<file path="src/hw/rtl/asfp_pkg.sv">
// Package for the payload packetizer: field widths, header byte codes,
// packing limits and the divider handshake types. No dependencies.
`default_nettype none

package asfp_pkg;

	localparam int SN_W     = 7;
	localparam int BYTE_W   = 8;
	localparam int FSIZE_W  = 32;
	localparam int FTIME_W  = 63;
	localparam int OFF_W    = 16;
	localparam int MS_W     = 32;
	localparam int PCOUNT_W = 7;

	localparam int STREAM_COUNT_DEF = 128;

	localparam logic [OFF_W-1:0] PKT_SIZE_RESET = 16'd4096;
	localparam logic [OFF_W-1:0] MIN_PKT_SIZE   = 16'd64;

	localparam int PKT_HDR_LEN  = 14;
	localparam int FRAG_HDR_LEN = 17;
	localparam int CLOSE_ROOM   = 18;

	localparam logic [7:0] STREAM_FLAG  = 8'h80;
	localparam logic [7:0] FRAG_FLAGS   = 8'h08;
	localparam logic [7:0] PKT_FLAGS    = 8'h82;
	localparam logic [7:0] PKT_PROPS    = 8'h11;
	localparam logic [7:0] PKT_LEN_TYPE = 8'h5D;
	localparam logic [7:0] PAYLOAD_FLAG = 8'h80;

	localparam int MS_DIV     = 1000;
	localparam int MS_REM_W   = 10;
	localparam int DIG_W      = 4;
	localparam int DIV_NUM_W  = 64;
	localparam int DIV_STEPS  = DIV_NUM_W / DIG_W;
	localparam int DIV_STEP_W = $clog2(DIV_STEPS + 1);

	typedef struct packed {
		logic                 start;
		logic                 neg;
		logic [DIV_NUM_W-1:0] mag;
	} div_req_t;

	typedef struct packed {
		logic            done;
		logic [MS_W-1:0] ms;
	} div_rsp_t;

endpackage

`default_nettype wire

</file>
<file path="src/hw/rtl/asfp_frame_if.sv">
// Frame byte channel of the packetizer: valid, ready and one frame byte
// with its stream, frame size and timestamp. Depends on asfp_pkg.
`default_nettype none

interface asfp_frame_if;
	logic                          valid;
	logic                          ready;
	logic [asfp_pkg::SN_W-1:0]     stream_number;
	logic [asfp_pkg::BYTE_W-1:0]   data_byte;
	logic [asfp_pkg::FSIZE_W-1:0]  frame_size;
	logic [asfp_pkg::FTIME_W-1:0]  frame_time;

	modport source (
		output valid, stream_number, data_byte, frame_size, frame_time,
		input  ready
	);
	modport sink (
		input  valid, stream_number, data_byte, frame_size, frame_time,
		output ready
	);
endinterface

`default_nettype wire

</file>
<file path="src/hw/rtl/asfp_write_if.sv">
// Packet buffer write channel of the packetizer: valid, ready, offset,
// byte value and the packet done flag. Depends on asfp_pkg.
`default_nettype none

interface asfp_write_if;
	logic                        valid;
	logic                        ready;
	logic [asfp_pkg::OFF_W-1:0]  packet_offset;
	logic [asfp_pkg::BYTE_W-1:0] out_byte;
	logic                        packet_done;

	modport source (
		output valid, packet_offset, out_byte, packet_done,
		input  ready
	);
	modport sink (
		input  valid, packet_offset, out_byte, packet_done,
		output ready
	);
endinterface

`default_nettype wire

</file>
<file path="src/hw/rtl/asfp_ram.sv">
// Generic single-write, single-read RAM with registered read data.
// No dependencies.
`default_nettype none

module asfp_ram #(
	parameter int WIDTH = 8,
	parameter int DEPTH = 128
) (
	input  wire logic                     clk,
	input  wire logic                     we,
	input  wire logic [$clog2(DEPTH)-1:0] waddr,
	input  wire logic [WIDTH-1:0]         wdata,
	input  wire logic                     re,
	input  wire logic [$clog2(DEPTH)-1:0] raddr,
	output      logic [WIDTH-1:0]         rdata
);

	logic [WIDTH-1:0] mem [DEPTH];

	always_ff @(posedge clk) begin
		if (we) begin
			mem[waddr] <= wdata;
		end
		if (re) begin
			rdata <= mem[raddr];
		end
	end

endmodule

`default_nettype wire

</file>
<file path="src/hw/rtl/asfp_div1000.sv">
// Radix-16 divider of a 64-bit magnitude by 1000 for the millisecond time,
// one digit per cycle, signed low 32 bits of the quotient. Uses asfp_pkg.
`default_nettype none

module asfp_div1000 (
	input  wire logic               clk,
	input  wire logic               arst_n,
	input  wire asfp_pkg::div_req_t req,
	output      asfp_pkg::div_rsp_t rsp
);

	localparam int T_W = asfp_pkg::MS_REM_W + asfp_pkg::DIG_W;

	logic [asfp_pkg::DIV_NUM_W-1:0]  num_q;
	logic [asfp_pkg::MS_REM_W-1:0]   rem_q;
	logic [asfp_pkg::MS_W-1:0]       quo_q;
	logic                            neg_q;
	logic [asfp_pkg::DIV_STEP_W-1:0] steps_q;

	logic [T_W-1:0]                  part;
	logic [T_W-1:0]                  sub_v;
	logic [asfp_pkg::DIG_W-1:0]      digit;

	always_comb begin
		part  = {rem_q, num_q[asfp_pkg::DIV_NUM_W-1 -: asfp_pkg::DIG_W]};
		sub_v = '0;
		digit = '0;
		for (int i = 1; i < (1 << asfp_pkg::DIG_W); i++) begin
			if (part >= T_W'(i * asfp_pkg::MS_DIV)) begin
				digit = asfp_pkg::DIG_W'(i);
				sub_v = T_W'(i * asfp_pkg::MS_DIV);
			end
		end
	end

	always_ff @(posedge clk or negedge arst_n) begin
		if (!arst_n) begin
			steps_q <= '0;
		end else if (req.start) begin
			steps_q <= asfp_pkg::DIV_STEP_W'(asfp_pkg::DIV_STEPS);
		end else if (steps_q != '0) begin
			steps_q <= steps_q - 1'b1;
		end
	end

	always_ff @(posedge clk) begin
		if (req.start) begin
			num_q <= req.mag;
			neg_q <= req.neg;
			rem_q <= '0;
			quo_q <= '0;
		end else if (steps_q != '0) begin
			num_q <= {num_q[asfp_pkg::DIV_NUM_W-asfp_pkg::DIG_W-1:0],
				{asfp_pkg::DIG_W{1'b0}}};
			rem_q <= asfp_pkg::MS_REM_W'(part - sub_v);
			quo_q <= {quo_q[asfp_pkg::MS_W-asfp_pkg::DIG_W-1:0], digit};
		end
	end

	assign rsp.done = (steps_q == '0);
	assign rsp.ms   = neg_q ? (~quo_q + 1'b1) : quo_q;

endmodule

`default_nettype wire

</file>
<file path="src/hw/rtl/asf_payload_packetizer.sv">
// Payload packetizer: frame bytes in, packet buffer byte writes out.
// Items are registered in the item stage, writes in the output register.
// Throughput: one write per cycle unless writes.ready or the divide stalls;
// a new fragment adds 17 header writes and waits on the 16-step divide by
// 1000 for its time field, a packet close adds pad+14 writes.
// Reset clears all control state and the per-stream sequence valid bits at once.
`default_nettype none

module asf_payload_packetizer #(
	parameter int STREAM_COUNT = asfp_pkg::STREAM_COUNT_DEF
) (
	input  wire logic                       clk,
	input  wire logic                       arst_n,
	input  wire logic                       packet_size_we,
	input  wire logic [asfp_pkg::OFF_W-1:0] packet_size_wdata,
	asfp_frame_if.sink                      frames,
	asfp_write_if.source                    writes
);

	localparam int IDX_W   = $clog2(STREAM_COUNT);
	localparam int SN_VALS = 1 << asfp_pkg::SN_W;
	localparam int OFF_W   = asfp_pkg::OFF_W;

	localparam logic [4:0] MS_POS_LO  = 5'd11;
	localparam logic [4:0] MS_POS_HI  = 5'd14;
	localparam logic [4:0] LEN_POS_LO = 5'd15;
	localparam logic [4:0] FRAG_LAST  = 5'(asfp_pkg::FRAG_HDR_LEN - 1);
	localparam logic [4:0] PKH_LAST   = 5'(asfp_pkg::PKT_HDR_LEN - 1);

	typedef enum logic [1:0] {
		PH_FRAG,
		PH_DATA,
		PH_PAD,
		PH_PKH
	} phase_t;

	// stream index table
	logic [IDX_W-1:0] idx_tab [SN_VALS];
	for (genvar g = 0; g < SN_VALS; g++) begin : g_idx
		assign idx_tab[g] = IDX_W'(g % STREAM_COUNT);
	end

	// item stage
	logic                            valid_s1;
	logic                            first_s1;
	logic [asfp_pkg::SN_W-1:0]       sn_s1;
	logic [7:0]                      db_s1;
	logic [asfp_pkg::FSIZE_W-1:0]    fsize_s1;
	logic [asfp_pkg::FTIME_W-1:0]    ftime_s1;
	logic [IDX_W-1:0]                idx_s1;
	logic                            vld_s1;
	logic                            fwd_s1;
	logic [7:0]                      fwd_val_s1;

	// sequencer and packet state
	phase_t                          phase_q;
	logic [4:0]                      cnt_q;
	logic [OFF_W-1:0]                off_q;
	logic [4:0]                      pad_q;
	logic [7:0]                      seq_q;
	logic [asfp_pkg::MS_W-1:0]       pkt_ms_q;
	logic                            opened_q;
	logic [OFF_W-1:0]                packet_size_q;
	logic                            packet_open_q;
	logic [OFF_W-1:0]                bytes_used_q;
	logic [asfp_pkg::PCOUNT_W-1:0]   payload_count_q;
	logic [asfp_pkg::FTIME_W-1:0]    first_time_q;
	logic                            first_seen_q;
	logic [asfp_pkg::FSIZE_W-1:0]    frame_offset_q;
	logic [OFF_W-1:0]                fragment_left_q;
	logic [STREAM_COUNT-1:0]         vbits_q;

	// output register
	logic                            out_valid_q;
	logic [OFF_W-1:0]                out_off_q;
	logic [7:0]                      out_byte_q;
	logic                            out_done_q;

	logic [IDX_W-1:0]                idx_in;
	logic                            accept;
	logic [7:0]                      ram_rdata;
	logic                            seq_we;
	logic [7:0]                      seq_wdata;

	logic [OFF_W-1:0]                size_eff;
	logic [7:0]                      seq_mux;
	logic [7:0]                      seq_cur;
	logic                            new_frag;
	logic [OFF_W-1:0]                bu_start;
	logic [asfp_pkg::FSIZE_W-1:0]    remain;
	logic [OFF_W:0]                  bu_need;
	logic [OFF_W-1:0]                room;
	logic [OFF_W-1:0]                len_new;
	logic [asfp_pkg::FTIME_W-1:0]    ft_eff;

	phase_t                          ph_cur;
	logic [4:0]                      cnt_cur;
	logic [OFF_W-1:0]                off_cur;
	logic                            stall;
	logic                            have_write;
	logic                            emit;
	logic                            last_write;
	logic                            item_last;

	logic [OFF_W-1:0]                bu_new;
	logic [OFF_W-1:0]                fl_dec;
	logic                            frame_end;
	logic [OFF_W-1:0]                fl_new;
	logic [OFF_W-1:0]                pad_full;
	logic                            close;

	logic [OFF_W-1:0]                wr_off;
	logic [7:0]                      wr_byte;
	logic                            wr_done;

	asfp_pkg::div_req_t              div_req;
	asfp_pkg::div_rsp_t              div_rsp;

	assign idx_in = idx_tab[frames.stream_number];

	asfp_ram #(
		.WIDTH (8),
		.DEPTH (STREAM_COUNT)
	) u_seq_ram (
		.clk   (clk),
		.we    (seq_we),
		.waddr (idx_s1),
		.wdata (seq_wdata),
		.re    (accept),
		.raddr (idx_in),
		.rdata (ram_rdata)
	);

	asfp_div1000 u_div (
		.clk    (clk),
		.arst_n (arst_n),
		.req    (div_req),
		.rsp    (div_rsp)
	);

	always_comb begin
		size_eff = (packet_size_q < asfp_pkg::MIN_PKT_SIZE) ?
			asfp_pkg::MIN_PKT_SIZE : packet_size_q;
		seq_mux  = fwd_s1 ? fwd_val_s1 : (vld_s1 ? ram_rdata : 8'd0);
		seq_cur  = first_s1 ? seq_mux : seq_q;
		new_frag = (fragment_left_q == '0);
		bu_start = (new_frag && !packet_open_q) ?
			OFF_W'(asfp_pkg::PKT_HDR_LEN) : bytes_used_q;

		remain  = (frame_offset_q < fsize_s1) ? (fsize_s1 - frame_offset_q) :
			asfp_pkg::FSIZE_W'(1);
		bu_need = {1'b0, bu_start} + (OFF_W+1)'(asfp_pkg::CLOSE_ROOM);
		room    = ({1'b0, size_eff} >= bu_need) ?
			(size_eff - bu_start - OFF_W'(asfp_pkg::FRAG_HDR_LEN)) : OFF_W'(1);
		len_new = (remain < asfp_pkg::FSIZE_W'(room)) ? remain[OFF_W-1:0] : room;

		ft_eff        = first_seen_q ? first_time_q : ftime_s1;
		div_req.start = valid_s1 && first_s1 && new_frag;
		div_req.neg   = (ftime_s1 < ft_eff);
		div_req.mag   = div_req.neg ?
			asfp_pkg::DIV_NUM_W'(ft_eff - ftime_s1) :
			asfp_pkg::DIV_NUM_W'(ftime_s1 - ft_eff);

		ph_cur  = first_s1 ? (new_frag ? PH_FRAG : PH_DATA) : phase_q;
		cnt_cur = first_s1 ? 5'd0 : cnt_q;
		off_cur = first_s1 ? bu_start : off_q;

		stall      = (ph_cur == PH_FRAG) && (cnt_cur >= MS_POS_LO) &&
			(cnt_cur <= MS_POS_HI) && !div_rsp.done;
		have_write = valid_s1 && !stall;
		emit       = have_write && (!out_valid_q || writes.ready);

		bu_new    = off_cur + 1'b1;
		fl_dec    = (fragment_left_q == '0) ? '0 : (fragment_left_q - 1'b1);
		frame_end = ({1'b0, frame_offset_q} + (asfp_pkg::FSIZE_W+1)'(1)) >=
			{1'b0, fsize_s1};
		fl_new    = frame_end ? '0 : fl_dec;
		pad_full  = (size_eff > bu_new) ? (size_eff - bu_new) : '0;
		close     = (fl_new == '0) && (pad_full < OFF_W'(asfp_pkg::CLOSE_ROOM));

		seq_we    = emit && (ph_cur == PH_DATA) && frame_end;
		seq_wdata = seq_cur + 8'd1;
	end

	always_comb begin
		wr_off     = off_cur;
		wr_byte    = 8'h00;
		wr_done    = 1'b0;
		last_write = 1'b0;
		case (ph_cur)
			PH_FRAG: begin
				case (cnt_cur)
					5'd0:    wr_byte = asfp_pkg::STREAM_FLAG | 8'(sn_s1);
					5'd1:    wr_byte = seq_cur;
					5'd2:    wr_byte = frame_offset_q[7:0];
					5'd3:    wr_byte = frame_offset_q[15:8];
					5'd4:    wr_byte = frame_offset_q[23:16];
					5'd5:    wr_byte = frame_offset_q[31:24];
					5'd6:    wr_byte = asfp_pkg::FRAG_FLAGS;
					5'd7:    wr_byte = fsize_s1[7:0];
					5'd8:    wr_byte = fsize_s1[15:8];
					5'd9:    wr_byte = fsize_s1[23:16];
					5'd10:   wr_byte = fsize_s1[31:24];
					5'd11:   wr_byte = div_rsp.ms[7:0];
					5'd12:   wr_byte = div_rsp.ms[15:8];
					5'd13:   wr_byte = div_rsp.ms[23:16];
					5'd14:   wr_byte = div_rsp.ms[31:24];
					5'd15:   wr_byte = fragment_left_q[7:0];
					5'd16:   wr_byte = fragment_left_q[15:8];
					default: wr_byte = 8'h00;
				endcase
			end
			PH_DATA: begin
				wr_byte    = db_s1;
				last_write = !close;
			end
			PH_PAD: begin
				wr_byte = 8'h00;
			end
			PH_PKH: begin
				wr_off = OFF_W'(cnt_cur);
				case (cnt_cur)
					5'd0:    wr_byte = asfp_pkg::PKT_FLAGS;
					5'd3:    wr_byte = asfp_pkg::PKT_PROPS;
					5'd4:    wr_byte = asfp_pkg::PKT_LEN_TYPE;
					5'd5:    wr_byte = 8'(pad_q);
					5'd7:    wr_byte = pkt_ms_q[7:0];
					5'd8:    wr_byte = pkt_ms_q[15:8];
					5'd9:    wr_byte = pkt_ms_q[23:16];
					5'd10:   wr_byte = pkt_ms_q[31:24];
					5'd13:   wr_byte = asfp_pkg::PAYLOAD_FLAG | 8'(payload_count_q);
					default: wr_byte = 8'h00;
				endcase
				wr_done    = (cnt_cur == PKH_LAST);
				last_write = (cnt_cur == PKH_LAST);
			end
			default: begin
				wr_byte = 8'h00;
			end
		endcase
	end

	assign item_last    = emit && last_write;
	assign frames.ready = !valid_s1 || item_last;
	assign accept       = frames.valid && frames.ready;

	assign writes.valid         = out_valid_q;
	assign writes.packet_offset = out_off_q;
	assign writes.out_byte      = out_byte_q;
	assign writes.packet_done   = out_done_q;

	always_ff @(posedge clk) begin
		if (accept) begin
			sn_s1    <= frames.stream_number;
			db_s1    <= frames.data_byte;
			fsize_s1 <= frames.frame_size;
			ftime_s1 <= frames.frame_time;
			idx_s1   <= idx_in;
		end
		if (emit) begin
			out_off_q  <= wr_off;
			out_byte_q <= wr_byte;
			out_done_q <= wr_done;
		end
	end

	always_ff @(posedge clk or negedge arst_n) begin
		if (!arst_n) begin
			valid_s1        <= 1'b0;
			first_s1        <= 1'b0;
			vld_s1          <= 1'b0;
			fwd_s1          <= 1'b0;
			fwd_val_s1      <= '0;
			phase_q         <= PH_FRAG;
			cnt_q           <= '0;
			off_q           <= '0;
			pad_q           <= '0;
			seq_q           <= '0;
			pkt_ms_q        <= '0;
			opened_q        <= 1'b0;
			packet_size_q   <= asfp_pkg::PKT_SIZE_RESET;
			packet_open_q   <= 1'b0;
			bytes_used_q    <= '0;
			payload_count_q <= '0;
			first_time_q    <= '0;
			first_seen_q    <= 1'b0;
			frame_offset_q  <= '0;
			fragment_left_q <= '0;
			vbits_q         <= '0;
			out_valid_q     <= 1'b0;
		end else begin
			if (packet_size_we) begin
				packet_size_q <= packet_size_wdata;
			end

			first_s1 <= accept;
			if (accept) begin
				valid_s1   <= 1'b1;
				vld_s1     <= vbits_q[idx_in];
				fwd_s1     <= seq_we && (idx_s1 == idx_in);
				fwd_val_s1 <= seq_wdata;
			end else if (item_last) begin
				valid_s1 <= 1'b0;
			end

			if (emit) begin
				out_valid_q <= 1'b1;
			end else if (writes.ready) begin
				out_valid_q <= 1'b0;
			end

			// item setup on its first cycle
			if (valid_s1 && first_s1) begin
				seq_q   <= seq_mux;
				phase_q <= ph_cur;
				cnt_q   <= '0;
				off_q   <= off_cur;
				if (!first_seen_q) begin
					first_seen_q <= 1'b1;
					first_time_q <= ftime_s1;
				end
				if (new_frag) begin
					packet_open_q   <= 1'b1;
					opened_q        <= !packet_open_q;
					fragment_left_q <= len_new;
					payload_count_q <= packet_open_q ?
						(payload_count_q + 1'b1) : asfp_pkg::PCOUNT_W'(1);
				end
			end

			if (seq_we) begin
				vbits_q[idx_s1] <= 1'b1;
			end

			if (emit) begin
				case (ph_cur)
					PH_FRAG: begin
						off_q <= off_cur + 1'b1;
						if (cnt_cur == LEN_POS_LO && opened_q) begin
							pkt_ms_q <= div_rsp.ms;
						end
						if (cnt_cur == FRAG_LAST) begin
							phase_q <= PH_DATA;
							cnt_q   <= '0;
						end else begin
							phase_q <= PH_FRAG;
							cnt_q   <= cnt_cur + 1'b1;
						end
					end
					PH_DATA: begin
						off_q           <= bu_new;
						bytes_used_q    <= bu_new;
						fragment_left_q <= fl_new;
						frame_offset_q  <= frame_end ? '0 : (frame_offset_q + 1'b1);
						cnt_q           <= '0;
						if (close) begin
							pad_q   <= pad_full[4:0];
							phase_q <= (pad_full == '0) ? PH_PKH : PH_PAD;
						end
					end
					PH_PAD: begin
						off_q <= off_cur + 1'b1;
						if ((cnt_cur + 1'b1) == pad_q) begin
							phase_q <= PH_PKH;
							cnt_q   <= '0;
						end else begin
							cnt_q <= cnt_cur + 1'b1;
						end
					end
					PH_PKH: begin
						if (cnt_cur == PKH_LAST) begin
							packet_open_q <= 1'b0;
						end else begin
							cnt_q <= cnt_cur + 1'b1;
						end
					end
					default: begin
						phase_q <= PH_FRAG;
					end
				endcase
			end
		end
	end

endmodule

`default_nettype wire
</file>
<file path="src/flat_wrapper.sv">
// flat-port wrapper written by rule: the top's interface ports become plain ports
module asf_payload_packetizer_flat 
#(
	parameter int STREAM_COUNT = asfp_pkg::STREAM_COUNT_DEF
)
  (clk, arst_n, packet_size_we, packet_size_wdata, frames_valid, frames_stream_number, frames_data_byte, frames_frame_size, frames_frame_time, frames_ready, writes_valid, writes_packet_offset, writes_out_byte, writes_packet_done, writes_ready);
  asfp_frame_if frames_i ();
  asfp_write_if writes_i ();
  input  wire logic clk;
  input  wire logic arst_n;
  input  wire logic packet_size_we;
  input  wire logic [asfp_pkg::OFF_W-1:0] packet_size_wdata;
  input wire logic [$bits(frames_i.valid)-1:0] frames_valid;
  input wire logic [$bits(frames_i.stream_number)-1:0] frames_stream_number;
  input wire logic [$bits(frames_i.data_byte)-1:0] frames_data_byte;
  input wire logic [$bits(frames_i.frame_size)-1:0] frames_frame_size;
  input wire logic [$bits(frames_i.frame_time)-1:0] frames_frame_time;
  output wire logic [$bits(frames_i.ready)-1:0] frames_ready;
  output wire logic [$bits(writes_i.valid)-1:0] writes_valid;
  output wire logic [$bits(writes_i.packet_offset)-1:0] writes_packet_offset;
  output wire logic [$bits(writes_i.out_byte)-1:0] writes_out_byte;
  output wire logic [$bits(writes_i.packet_done)-1:0] writes_packet_done;
  input wire logic [$bits(writes_i.ready)-1:0] writes_ready;
  assign frames_i.valid = frames_valid;
  assign frames_i.stream_number = frames_stream_number;
  assign frames_i.data_byte = frames_data_byte;
  assign frames_i.frame_size = frames_frame_size;
  assign frames_i.frame_time = frames_frame_time;
  assign frames_ready = frames_i.ready;
  assign writes_valid = writes_i.valid;
  assign writes_packet_offset = writes_i.packet_offset;
  assign writes_out_byte = writes_i.out_byte;
  assign writes_packet_done = writes_i.packet_done;
  assign writes_i.ready = writes_ready;
  asf_payload_packetizer #(.STREAM_COUNT(STREAM_COUNT)) u_core (.clk(clk), .arst_n(arst_n), .packet_size_we(packet_size_we), .packet_size_wdata(packet_size_wdata), .frames(frames_i), .writes(writes_i));
endmodule
</file>
<file path="config.mk">
export PLATFORM = sky130hd
export DESIGN_NAME = asf_payload_packetizer_flat
export DESIGN_NICKNAME = d
export VERILOG_FILES = /design/src/hw/rtl/asfp_pkg.sv /design/src/hw/rtl/asfp_frame_if.sv /design/src/hw/rtl/asfp_write_if.sv /design/src/hw/rtl/asfp_ram.sv /design/src/hw/rtl/asfp_div1000.sv /design/src/hw/rtl/asf_payload_packetizer.sv /design/src/flat_wrapper.sv
export SDC_FILE = /design/constraint.sdc
export NUM_CORES = 2
export LEC_CHECK = 0
export BUFFER_PORTS_ARGS = -buffer_cell sky130_fd_sc_hd__buf_2
export CORE_MARGIN = 1.5
export CORE_UTILIZATION = 30
export DETAILED_ROUTE_END_ITERATION = 10
export GPL_ROUTABILITY_DRIVEN = 0
export PLACE_DENSITY = 0.49
export SYNTH_ARGS = -nofsm -noshare
export SYNTH_HDL_FRONTEND = slang
export SYNTH_HIERARCHICAL = 1
export SYNTH_SLANG_ARGS = --single-unit
</file>
<file path="constraint.sdc">
create_clock -name clk -period 11.3 [get_ports clk]
set_clock_uncertainty 0.15 [all_clocks]
set_input_delay 0 -clock clk [delete_from_list [all_inputs] [get_ports clk]]
set_output_delay 0 -clock clk [all_outputs]
set_load 0.02 [all_outputs]
</file>
==> results.md <==
* Ratio of cells with drive above 1 in the final layout at between 15 and 20%
* Clock slew at reported path FFs at around 0.060 ns
* Count of routing violations after the opening detailed-route iteration at 5,124
* Leakage power figure at roughly 0.037 uW
* Number of nets in the synthesized netlist at 6,747
* Clk Latency, worst-skew pair at about 0.85 ns
* Result of the run: complete, no violations
* Library cell with the highest instance count after synthesis: sky130_fd_sc_hd__edfxtp_1
* Main synth FF type: sky130_fd_sc_hd__edfxtp_1
* Peak supply drop at about 0.13 mV
* Final Hold Violating Endpoints at 0
* I/O pin count at approximately 160
* Portion of total power attributed to sequential cells at a little over a third
* Final setup fails at 0
* Critical Path Source Type: flip-flop
* CTS tree: yes
* Most area-consuming cells after synthesis: sky130_fd_sc_hd__edfxtp_1 (45%), sky130_fd_sc_hd__dfrtp_1 (11%), sky130_fd_sc_hd__mux4_2 (10%), sky130_fd_sc_hd__ha_1 (4.4%), sky130_fd_sc_hd__nand2_1 (2.3%)
* Overall global routing resource usage at 17.21%
* Pin count of the biggest net entering global routing at between 100 and 150
* Number of fill cells in the layout at 26,230
* Switching part of the total power at 37.95%
* Number of violations of the max-capacitance limit at 0
* Number of synthesized register bits at around 1,600
* Seq/Total Area, Yosys at 57.22%
* Number of iterations in the first detailed-routing pass at 9
* Internal power at ~14,000 uW
* Logic pwr share at a little under two fifths
* Maximum clock path buffer count at 4
* Post-layout minimum cycle time at 8.631 ns
* Vias in the first global route at between 50,000 and 60,000
* Die height at around 530 um
* Number of nets still failing antenna checks after routing at 0
* Clock buffer count from CTS at 190
* Synthesized netlist cell count at around 6,300
* Area share of the leading cell type in the synthesized netlist at between 40% and 50%
* Area of all placed cells without fillers at ~96,000 um^2
* Largest driver fanout on the critical path at 72
* CTS root buf: sky130_fd_sc_hd__clkbuf_16
* Type of the most critical hold path: in -> reg
* Standard cell core area at between 200,000 and 300,000 um^2
* First-pass GRT wire length at 364,500 um
* TNS Setup at 0 ns
* Clock share of power at a little over a quarter
* DP HPWL at roughly 160,000 um
* Detailed Route WL at about 240,000 um
* Setup repair after global routing missed its margin: false
* Transition time at the pin with the least slew margin at 1.280 ns
* X dimension of the die at 526.4 um
* Starting density of the core at approximately 30%
* Worst Setup Path Type: reg -> reg
* Post-Synthesis Cell Area at 82,170 um^2
* Row cnt at around 190
* Area delta synth->final at 16.58%
* Final Max Tran Viols at 0
* Design Power at approximately 23,000 uW
* Vias after detailed routing at around 55,000
* List of most frequent post-synthesis cells: sky130_fd_sc_hd__edfxtp_1 (1,232), sky130_fd_sc_hd__nand2_1 (496), sky130_fd_sc_hd__nor2_1 (399)
* Number of levels the H-tree was split into at 4
* Total gr overflow at 0
* Yosys warning total at 6
* Post-synth EDFFs at around 1,200
* CP endpoint kind: flip-flop
* Power per Cell Area at roughly 240 nW/um^2
* Number of library cell types mapped by synthesis at a little over 90
* Asr flop ratio synth at between 20% and 30%
* Arrival time of data at the critical path endpoint at ~9 ns
* Port Buffer Count at between 150 and 200
* Highest achievable clock rate at between 100 and 150 MHz
* NumNets Final at 7,099
* Initial antenna violation count at 3
* Average routed wire per standard cell at approximately 23 um
* Final core utilization at 35.26%
* Per-cell via count in the routed design at around 5.3
* Die footprint at approximately 280,000 um^2
* Net switching power at around 8800 uW
* Total clock sinks at between 1,500 and 2,000
* Ratio of final minimum period to clock period at ~76%
* Headroom to the max-slew limit at 14.32%
* Dominant cell type by area after synthesis: sky130_fd_sc_hd__edfxtp_1
* # DRC at 0
* Cell Area, Placed at roughly 87,000 um^2
* Avg Synthesized Cell Area at ~13 um^2
* Required time at the worst-slack endpoint at 11.62 ns
critical path: stages, from the launching register on:
cell and delay [ns]:
sky130_fd_sc_hd__dfrtp_1 0.43, sky130_fd_sc_hd__nor4_1 0.47, sky130_fd_sc_hd__nand4_1 0.33, sky130_fd_sc_hd__or3_1 0.75
sky130_fd_sc_hd__and2_1 0.34, sky130_fd_sc_hd__inv_1 0.12, sky130_fd_sc_hd__o21ai_0 0.18, sky130_fd_sc_hd__ha_1 0.41
sky130_fd_sc_hd__inv_1 0.09, sky130_fd_sc_hd__ha_1 0.33, sky130_fd_sc_hd__nor2b_1 0.15, sky130_fd_sc_hd__o21a_1 0.20
sky130_fd_sc_hd__o21ai_0 0.27, sky130_fd_sc_hd__a2111oi_0 0.19, sky130_fd_sc_hd__a2111oi_0 0.60, sky130_fd_sc_hd__o311ai_0 0.31
sky130_fd_sc_hd__mux2i_1 0.18, sky130_fd_sc_hd__and4_1 0.21, sky130_fd_sc_hd__o311ai_1 0.46, sky130_fd_sc_hd__nand2_1 0.58
sky130_fd_sc_hd__inv_6 0.81, sky130_fd_sc_hd__buf_4 0.64
metrics by stage:
| stage | std cells | hold slack, ns | setup slack, ns |
|---|---|---|---|
| floorplan | 6323 | -0.4456 | 2.670 |
| global placement | 9778 | -0.1185 | 2.843 |
| detailed placement | 9778 | -0.09300 | 2.739 |
| CTS | 10400 | 0.003927 | 2.679 |
| global route | 10400 | 0.04248 | 2.189 |
| finish | 10400 | 0.004169 | 2.669 |
per-layer routing:
metal	GRT usage [%]	wire, um	up-vias
met2	28.98	117800	1552
met5	0	0	-
met3	2.421	12800	308
met1	23.20	106700	28130
met4	4.405	6126	0
li1	-	-	24700
kinds of logic (layout without fill, tap and decap cells):
logic type	count (synthesis)	count (layout)	share of synthesized area (%)
muxes	606	606	13.33
buffers and inverters	685	1189	3.292
adders and majority gates	293	293	4.516
DFF	1641	1641	57.22
xor gates and xnor gates	221	221	2.356
AOI/OAI and AO/OA	1459	1459	11.30
other	0	1	0
and+or+nand+nor	1418	1418	7.989
power groups by stage:
| stage | logic (uW) | clock network, uW | registers, uW |
|---|---|---|---|
| floorplan | 5840 | 0 | 8290 |
| global placement | 8380 | 0 | 8460 |
| detailed placement | 8460 | 0 | 8460 |
| CTS | 8590 | 6340 | 8350 |
| global route | 9510 | 6560 | 8430 |
| finish | 8620 | 6160 | 8350 |
sequential cells by signal (all words and copies together) (netlist names), 10 cells and up:
| register | cells |
|---|---|
| u_core/off_q | 16 |
| u_core/writes.packet_offset | 16 |
| u_core/u_div/quo_q | 32 |
| u_core/ftime_s1 | 63 |
| u_core/pkt_ms_q | 32 |
| u_core/u_div/num_q | 64 |
| u_core/fsize_s1 | 32 |
| u_core/vbits_q | 128 |
| u_core/bytes_used_q | 16 |
| u_core/frame_offset_q | 32 |
| u_core/first_time_q | 63 |
| u_core/u_seq_ram/mem | 1024 |
| u_core/packet_size_q | 16 |
| u_core/fragment_left_q | 16 |
| u_core/u_div/rem_q | 10 |
repair_timing:
item | 4_1_cts | 5_1_grt
endpoints found under the hold margin | 317 | 0
buffers inserted | 0 | 0
hold buffers | 275 | 0
gates resized for setup | 0 | 0
setup endpoints to repair | 0 | 0
cell usage in the layout (no fill, tap or decap), drive strengths merged, types with 28 or more instances in the layout:
cell type,count
and2,36
clkinv,76
a22oi,47
dfrtp,366
a31oi,60
nand2b,31
nor4,30
clkbuf,241
dfxtp,42
inv,333
o21bai,50
ha,287
xor2,59
mux2i,103
nand4,69
nor2,399
nand3,95
o21ai,378
o22ai,31
o21a,32
a21o,225
nor3,88
xnor2,162
a211oi,28
nand2,496
edfxtp,1232
dlygate4sd3,274
buf,239
nor2b,54
o31ai,32
a21oi,367
mux4,378
mux2,125
o211ai,32
area by class of cell:
class	count	area [um^2]	share of cell area [%]
Antenna cell	1	2.502	0.002612
Clock buffer	241	5080	5.303
Sequential cell	1641	47030	49.09
Clock inverter	103	1099	1.147
Inverter	332	1254	1.309
Multi-Input combinational cell	3997	32630	34.06
Timing Repair Buffer	513	4240	4.426
Tap cell	3570	4467	4.663
path summary, 6_finish.rpt:
kind	cells after the start	slack, ns	startpoint	end
setup / recovery	21	2.67	u_core/fragment_left_q[13]$_DFF_PN0_	u_core/fsize_s1[28]$_DFFE_PP_
hold / removal	2	0.004	frames_stream_number[0]	u_core/sn_s1[0]$_DFFE_PP_
setup reg to reg	21	2.67	u_core/fragment_left_q[13]$_DFF_PN0_	u_core/fsize_s1[28]$_DFFE_PP_
hold reg to reg	1	0.30	u_core/vbits_q[35]$_DFFE_PN0P_	u_core/vbits_q[35]$_DFFE_PN0P_
max in group asynchronous	6	8.63	arst_n	u_core/vbits_q[105]$_DFFE_PN0P_
min in group asynchronous	3	0.20	arst_n	u_core/packet_size_q[12]$_DFFE_PN1P_
(Power assumes the default switching activity.)
